<file path="src/hw/rtl/ctf_pkg.sv">
// ----------------------------------------------------------------------------
// ctf_pkg
// Request kinds, status codes and fixed field widths of the file table.
// ----------------------------------------------------------------------------
package ctf_pkg;

    localparam int KIND_W   = 2;
    localparam int NAME_W   = 32;
    localparam int SIZE_W   = 16;
    localparam int STATUS_W = 2;

    localparam logic [KIND_W-1:0] KIND_ADD    = 2'd0;
    localparam logic [KIND_W-1:0] KIND_DELETE = 2'd1;
    localparam logic [KIND_W-1:0] KIND_DEFRAG = 2'd2;

    localparam logic [STATUS_W-1:0] ST_OK        = 2'd0;
    localparam logic [STATUS_W-1:0] ST_NO_SPACE  = 2'd1;
    localparam logic [STATUS_W-1:0] ST_NOT_FOUND = 2'd2;
    localparam logic [STATUS_W-1:0] ST_FULL      = 2'd3;

    localparam logic [SIZE_W-1:0] SIZE_MAX = {SIZE_W{1'b1}};

endpackage

</file>
<file path="src/hw/rtl/ctf_mem.sv">
// ----------------------------------------------------------------------------
// ctf_mem
// Entry store: one write port, one read port, registered read data.
// ----------------------------------------------------------------------------
module ctf_mem #(
    parameter int DEPTH = 64,
    parameter int WIDTH = 56
) (
    input  logic                     i_clk,
    input  logic                     i_we,
    input  logic [$clog2(DEPTH)-1:0] i_waddr,
    input  logic [WIDTH-1:0]         i_wdata,
    input  logic [$clog2(DEPTH)-1:0] i_raddr,
    output logic [WIDTH-1:0]         o_rdata
);

    logic [WIDTH-1:0] r_mem [DEPTH];
    logic [WIDTH-1:0] r_rdata;

    always_ff @(posedge i_clk) begin
        if (i_we) begin
            r_mem[i_waddr] <= i_wdata;
        end
    end

    always_ff @(posedge i_clk) begin
        r_rdata <= r_mem[i_raddr];
    end

    assign o_rdata = r_rdata;

endmodule

</file>
<file path="src/hw/rtl/contiguous_file_table.sv">
// ----------------------------------------------------------------------------
// contiguous_file_table
// Ordered file table with add, delete by key and defragment requests.
// ----------------------------------------------------------------------------
// Flow: add and unused kinds pass from input transfer to the done state, then
//   to the result register once it is free; delete and defragment first scan
//   the table, one entry read per cycle from the single read port of the entry store.
// Throughput: one request at a time; the next is taken in the cycle after the
//   result is loaded into the output register.
// Reset: synchronous, active low; table empty, free space zero, no clearing pass.
module contiguous_file_table #(
    parameter int TABLE_DEPTH = 64,
    parameter int KEY_BITS    = 32
) (
    input  logic                                i_clk,
    input  logic                                i_rst_n,
    // configuration
    input  logic                                i_cfg_valid,
    output logic                                o_cfg_ready,
    input  logic [ctf_pkg::SIZE_W-1:0]          i_cfg_data,
    // requests
    input  logic                                i_valid,
    output logic                                o_ready,
    input  logic [ctf_pkg::KIND_W-1:0]          i_kind,
    input  logic [ctf_pkg::NAME_W-1:0]          i_name_key,
    input  logic [ctf_pkg::SIZE_W-1:0]          i_file_size,
    // results
    output logic                                o_valid,
    input  logic                                i_ready,
    output logic [ctf_pkg::STATUS_W-1:0]        o_status,
    output logic [$clog2(TABLE_DEPTH+1)-1:0]    o_assigned_id,
    output logic [ctf_pkg::SIZE_W-1:0]          o_space_left,
    output logic [$clog2(TABLE_DEPTH+1)-1:0]    o_entry_count
);

    import ctf_pkg::*;

    localparam int IDX_W  = $clog2(TABLE_DEPTH);
    localparam int CNT_W  = $clog2(TABLE_DEPTH + 1);
    // entry word: {live, id, key, size}
    localparam int WORD_W = 1 + CNT_W + KEY_BITS + SIZE_W;

    typedef enum logic [1:0] {
        S_IDLE,
        S_SCAN,
        S_DONE
    } t_state;

    t_state                r_state, n_state;
    logic [CNT_W-1:0]      r_count, n_count;
    logic [SIZE_W-1:0]     r_free, n_free;
    logic                  r_is_del, n_is_del;
    logic [KEY_BITS-1:0]   r_key, n_key;
    logic [CNT_W-1:0]      r_rd_addr, n_rd_addr;
    logic                  r_pend, n_pend;
    logic [IDX_W-1:0]      r_proc_idx, n_proc_idx;
    logic [CNT_W-1:0]      r_wr, n_wr;
    logic                  r_found, n_found;
    logic [STATUS_W-1:0]   r_res_status, n_res_status;
    logic [CNT_W-1:0]      r_res_id, n_res_id;
    logic                  r_o_valid, n_o_valid;
    logic [STATUS_W-1:0]   r_o_status, n_o_status;
    logic [CNT_W-1:0]      r_o_id, n_o_id;
    logic [SIZE_W-1:0]     r_o_space, n_o_space;
    logic [CNT_W-1:0]      r_o_count, n_o_count;

    logic                  w_we;
    logic [IDX_W-1:0]      w_waddr;
    logic [WORD_W-1:0]     w_wdata;
    logic [WORD_W-1:0]     w_rdata;
    logic [KEY_BITS-1:0]   w_in_key;
    logic [SIZE_W-1:0]     w_rd_size;
    logic [KEY_BITS-1:0]   w_rd_key;
    logic                  w_rd_live;
    logic [SIZE_W:0]       w_sum;
    logic                  w_in_acc;

    ctf_mem #(
        .DEPTH (TABLE_DEPTH),
        .WIDTH (WORD_W)
    ) u_mem (
        .i_clk   (i_clk),
        .i_we    (w_we),
        .i_waddr (w_waddr),
        .i_wdata (w_wdata),
        .i_raddr (r_rd_addr[IDX_W-1:0]),
        .o_rdata (w_rdata)
    );

    assign w_in_key  = KEY_BITS'(i_name_key);
    assign w_rd_size = w_rdata[SIZE_W-1:0];
    assign w_rd_key  = w_rdata[SIZE_W +: KEY_BITS];
    assign w_rd_live = w_rdata[WORD_W-1];
    assign w_sum     = {1'b0, r_free} + {1'b0, w_rd_size};

    assign o_ready     = (r_state == S_IDLE);
    assign o_cfg_ready = 1'b1;
    assign w_in_acc    = i_valid && o_ready;

    always_comb begin
        n_state      = r_state;
        n_count      = r_count;
        n_free       = r_free;
        n_is_del     = r_is_del;
        n_key        = r_key;
        n_rd_addr    = r_rd_addr;
        n_pend       = r_pend;
        n_proc_idx   = r_proc_idx;
        n_wr         = r_wr;
        n_found      = r_found;
        n_res_status = r_res_status;
        n_res_id     = r_res_id;
        n_o_valid    = r_o_valid;
        n_o_status   = r_o_status;
        n_o_id       = r_o_id;
        n_o_space    = r_o_space;
        n_o_count    = r_o_count;
        w_we         = 1'b0;
        w_waddr      = r_count[IDX_W-1:0];
        w_wdata      = {1'b1, r_count + 1'b1, w_in_key, i_file_size};

        if (r_o_valid && i_ready) begin
            n_o_valid = 1'b0;
        end

        case (r_state)
            S_IDLE: begin
                if (i_valid) begin
                    n_res_status = ST_OK;
                    n_res_id     = '0;
                    n_state      = S_DONE;
                    case (i_kind)
                        KIND_ADD: begin
                            // full check comes before the space check
                            if (r_count == CNT_W'(TABLE_DEPTH)) begin
                                n_res_status = ST_FULL;
                            end else if (i_file_size > r_free) begin
                                n_res_status = ST_NO_SPACE;
                            end else begin
                                w_we     = 1'b1;
                                n_free   = r_free - i_file_size;
                                n_count  = r_count + 1'b1;
                                n_res_id = r_count + 1'b1;
                            end
                        end
                        KIND_DELETE, KIND_DEFRAG: begin
                            n_state   = S_SCAN;
                            n_is_del  = (i_kind == KIND_DELETE);
                            n_key     = w_in_key;
                            n_rd_addr = '0;
                            n_pend    = 1'b0;
                            n_wr      = '0;
                            n_found   = 1'b0;
                        end
                        default: begin
                        end
                    endcase
                end
            end
            S_SCAN: begin
                // process the entry read last cycle
                if (r_pend) begin
                    if (r_is_del) begin
                        if (w_rd_live && (w_rd_key == r_key)) begin
                            w_we    = 1'b1;
                            w_waddr = r_proc_idx;
                            w_wdata = {1'b0, w_rdata[WORD_W-2:0]};
                            n_free  = w_sum[SIZE_W] ? SIZE_MAX : w_sum[SIZE_W-1:0];
                            n_found = 1'b1;
                        end
                    end else if (w_rd_live) begin
                        // pack down; slots left behind lie beyond the new count
                        w_we    = 1'b1;
                        w_waddr = r_wr[IDX_W-1:0];
                        w_wdata = w_rdata;
                        n_wr    = r_wr + 1'b1;
                    end
                end
                if (r_rd_addr < r_count) begin
                    n_pend     = 1'b1;
                    n_proc_idx = r_rd_addr[IDX_W-1:0];
                    n_rd_addr  = r_rd_addr + 1'b1;
                end else begin
                    n_pend = 1'b0;
                    if (!r_pend) begin
                        n_state = S_DONE;
                        if (r_is_del) begin
                            n_res_status = r_found ? ST_OK : ST_NOT_FOUND;
                        end else begin
                            n_count = r_wr;
                        end
                    end
                end
            end
            S_DONE: begin
                if (!r_o_valid || i_ready) begin
                    n_o_valid  = 1'b1;
                    n_o_status = r_res_status;
                    n_o_id     = r_res_id;
                    n_o_space  = r_free;
                    n_o_count  = r_count;
                    n_state    = S_IDLE;
                end
            end
            default: begin
                n_state = S_IDLE;
            end
        endcase

        // capacity write empties the table
        if (i_cfg_valid) begin
            n_free  = i_cfg_data;
            n_count = '0;
        end
    end

    always_ff @(posedge i_clk) begin
        if (!i_rst_n) begin
            r_state   <= S_IDLE;
            r_count   <= '0;
            r_free    <= '0;
            r_pend    <= 1'b0;
            r_o_valid <= 1'b0;
        end else begin
            r_state   <= n_state;
            r_count   <= n_count;
            r_free    <= n_free;
            r_pend    <= n_pend;
            r_o_valid <= n_o_valid;
        end
        r_is_del     <= n_is_del;
        r_key        <= n_key;
        r_rd_addr    <= n_rd_addr;
        r_proc_idx   <= n_proc_idx;
        r_wr         <= n_wr;
        r_found      <= n_found;
        r_res_status <= n_res_status;
        r_res_id     <= n_res_id;
        r_o_status   <= n_o_status;
        r_o_id       <= n_o_id;
        r_o_space    <= n_o_space;
        r_o_count    <= n_o_count;
    end

    assign o_valid       = r_o_valid;
    assign o_status      = r_o_status;
    assign o_assigned_id = r_o_id;
    assign o_space_left  = r_o_space;
    assign o_entry_count = r_o_count;

    a_count_bound: assert property (@(posedge i_clk) disable iff (!i_rst_n)
        r_count <= CNT_W'(TABLE_DEPTH))
        else $error("entry count beyond table depth");

    a_wr_behind_rd: assert property (@(posedge i_clk) disable iff (!i_rst_n)
        (r_state == S_SCAN) |-> (r_wr <= r_rd_addr))
        else $error("compaction write pointer ahead of read pointer");

    a_we_source: assert property (@(posedge i_clk) disable iff (!i_rst_n)
        w_we |-> (w_in_acc || (r_state == S_SCAN && r_pend)))
        else $error("entry write outside add or scan");

    a_result_from_done: assert property (@(posedge i_clk) disable iff (!i_rst_n)
        $rose(r_o_valid) |-> $past(r_state == S_DONE))
        else $error("result loaded outside done state");

endmodule

</file>
<file path="config.mk">
export PLATFORM = sky130hd
export DESIGN_NAME = contiguous_file_table
export DESIGN_NICKNAME = d
export VERILOG_FILES = /design/src/hw/rtl/ctf_pkg.sv /design/src/hw/rtl/ctf_mem.sv /design/src/hw/rtl/contiguous_file_table.sv
export SDC_FILE = /design/constraint.sdc
export NUM_CORES = 2
export LEC_CHECK = 0
export BUFFER_PORTS_ARGS = -buffer_cell sky130_fd_sc_hd__buf_2
export CAP_MARGIN = 20
export CORE_ASPECT_RATIO = 1.25
export CORE_MARGIN = 1
export CORE_UTILIZATION = 55
export CTS_CLUSTER_SIZE = 28
export DETAILED_ROUTE_END_ITERATION = 7
export GPL_TIMING_DRIVEN = 0
export PLACE_DENSITY = 0.7
export SYNTH_ARGS = -nofsm -noshare
export SYNTH_HDL_FRONTEND = slang
export SYNTH_SLANG_ARGS = --single-unit
</file>
<file path="constraint.sdc">
create_clock -name i_clk -period 8.9 [get_ports i_clk]
set_input_delay 2.67 -clock i_clk [delete_from_list [all_inputs] [get_ports i_clk]]
set_output_delay 2.67 -clock i_clk [all_outputs]
set_load 0.05 [all_outputs]
</file>
==> summary.txt <==
Max-Cap Viols: 0
Commonest non-fill, non-tap cell in the layout: edfxtp_1
Fin. Hold Viols: 0
CTS Buffer Depth: 4
Gr usage total: 29.9%
Tcrit/Tclk final: 85.6%
Critical Path RT: 9.45 ns
Total Routed Length: 347 mm
# DRC: 0
First DRT Iteration DRCs: 9409
Setup Buffers After CTS: 0
Final setup vio count: 0
P&R area growth vs syn: 15.0%
Slew HR: 16.9%
CTS tree: yes
Total number of yosys warnings: 0
DP Cell Count: 8636
Synth area leaders: edfxtp_1, mux4_2, dfxtp_1
Post-CTS sizing: 0
Post-synth EDFFs: 3231
Die extent in x: 432 um
DR vias: 62400
Met1 Usage GRT: 38.4%
Synth top area share: 76.3%
Core ar.: 230000 um^2
Final net count: 6025
CTS clock-pin slew for the worst setup and hold paths: 0.06 ns
Drt pass-1 iters: 8
Fmax achieved: 131 MHz
Tmin final: 7.62 ns
Placer's final routability congestion estimate: 0.894
# IOs: 106
Die Ht: 540 um
Worst-path fanout max: 17
FF/Latch Area: 98500 um^2
Final Power: 33.6 mW
Worst setup EP type: flip-flop
Wire per inst: 37.6 um
Prevailing post-synth register cell: edfxtp_1
Largest net degree at the start of global routing: 65
Final TNS setup: 0 ns
Skew-Pair Late Insertion Delay: 0.88 ns
Cts hold-fix bufs: 0
Filler instances: 14700
Number of synthesized register bits: 3307
R2r startpoint: r_key[26]
GR peak layer: met2
Root buffer cell: clkbuf_16
Worst setup path start: i_file_size[0]
Synth Area per Inst: 24.1 um^2
# clock sinks: 3307
Most frequent cells in the layout: edfxtp_1, mux4_2, clkbuf_16, clkbuf_1, buf_2
Clk_skew: 0.0490 ns
Slew @ Worst Pin: 1.25 ns
RSZ-0062 raised after global routing: no
Critical path cell sequence: buf_2 > ha_1 > fa_1 > nand2b_1 > a21oi_1 > o41a_1 > a221o_1 > a221o_1 > nand4_2 > o21ai_0 > nand2_1 > nor2_4 > buf_12 > buf_12
Post-synth top area cell: edfxtp_1
Peak supply drop: 0.161 mV
Die area: 233000 um^2
HPWL Detailed: 235 mm
Row Count: 197
Status: finished clean
Hold_sp: r_res_id[6]
Finished Layout Cells: 9228
CTS buffer count: 309
Share of cells above drive strength 1: 32.4%
Max-slew violation count: 0
Slowest cell on the critical path: nor2_4
Hold Path Class: flip-flop to flip-flop
Avg Vias per Cell: 6.77
Post-Syn Area: 127000 um^2
Grt met3 use: 6.03%
IO buf count: 104
Vias in the first global route: 62200
Startpoint Class: input pin
Setup CP Type: input pin to flip-flop
Placed Area: 136000 um^2
Syn Nets: 5387
Synth cell types: 66
Design area: 146000 um^2
Antenna Violating Nets Remaining: 0
WP data arrival: 8.17 ns
Register area share after synthesis: 77.5%
Initial antenna violation count: 7
PD cells: 229 nW/um^2
Ys async rst share: 0%
Post-synthesis instance total: 5270
Static leakage: 45.2 nW
First-pass GRT wire length: 478 mm
Initial Util: 55.3%
CTS H-Tree Depth: 5
Total gr overflow: 0
Met2 usage: 49.5%
Worst path max stage delay: 0.99 ns
Multi-input logic area: 27900 um^2
[final timing paths]
kind                        endpoint  slack (ns)  cells after the start
setup / recovery  u_mem.r_mem[9][24]        1.28                     14
hold / removal      o_assigned_id[6]        0.42                      0
setup reg to reg  u_mem.r_mem[4][17]        2.66                     10
hold reg to reg     o_assigned_id[6]        0.42                      0
[layout make-up]
type	count	area share [%]
tap	3084	2.64
clock buffer	379	5.61
timing repair buffer	327	3.31
inverter	39	0.100
clock inverter	158	1.10
antenna	10	0.0171
buffer	262	0.746
sequential	3307	67.4
multi-input combinational	1662	19.1
[worst max-delay path, delay by kind of cell]
| kind | cells | cell delay [ns] |
|---|---|---|
| compound gates | 5 | 2.01 |
| simple gates | 4 | 2.09 |
| buf+inv | 3 | 0.68 |
| fa+ha+maj | 2 | 0.65 |
[power breakdown]
part	total (mW)	switching [mW]	internal, mW
logic	3.14	1.84	1.30
clock network	13.1	5.68	7.42
registers	17.3	0.104	17.2
[per-stage QoR]
step / hold WS (ns) / setup slack [ns] / utilization [%]
2_1_floorplan: 0.400 / 1.20 / -
3_3_place_gp: 0.408 / -3.47 / 57.2
3_5_place_dp: 0.413 / 0.700 / 58.9
4_1_cts: 0.427 / 1.60 / 63.1
5_1_grt: 0.440 / 1.23 / 63.5
6_report: 0.425 / 1.28 / 63.5
[flip-flops by register name, indices dropped and copies added, names as in the netlist]
signal and cells:
u_mem.r_mem 3136, r_proc_idx 6, r_count 7, r_res_id 7
r_free 16, r_rd_addr 7, r_key 32, o_space_left 16
r_is_del 1, r_pend 1, o_entry_count 7, o_status 2
o_valid 1, u_mem.o_rdata 49, r_found 1, r_state 2
r_res_status 2, o_assigned_id 7, r_wr 7
[per-layer routing]
metal | vias up | share of wire (%) | wire, um
met2 | 4034 | 50 | 175000
met5 | - | 0.012 | 43
met1 | 33500 | 35 | 121000
met4 | 6 | 5.4 | 18600
li1 | 24000 | - | -
met3 | 893 | 9.6 | 33200
[Yosys cell counts (12+ instances only)]
cell / n
a21o_1: 14
a21oi_1: 57
and2_1: 12
buf_1: 45
buf_2: 53
clkbuf_1: 160
dfxtp_1: 76
edfxtp_1: 3231
ha_1: 44
inv_1: 37
mux2_2: 48
mux4_2: 1029
nand2_1: 53
nand3_1: 29
nand4_1: 14
nor2_1: 125
o211ai_1: 15
o21ai_0: 33
xnor2_1: 51
xor2_1: 19
[logic make-up after synthesis]
kind of cell | after synthesis | synth area share (%)
flip-flops | 3307 | 77.5
adder cells (fa/ha/maj) | 46 | 0.464
AO/OA/AOI/OAI | 183 | 0.929
multiplexers | 1082 | 18.7
XOR/XNOR | 70 | 0.482
AND/OR/NAND/NOR | 280 | 1.02
other | 1 | 0.00295
buffers and inverters | 301 | 0.955
No activity file was read; power rests on OpenSTA's default activity.
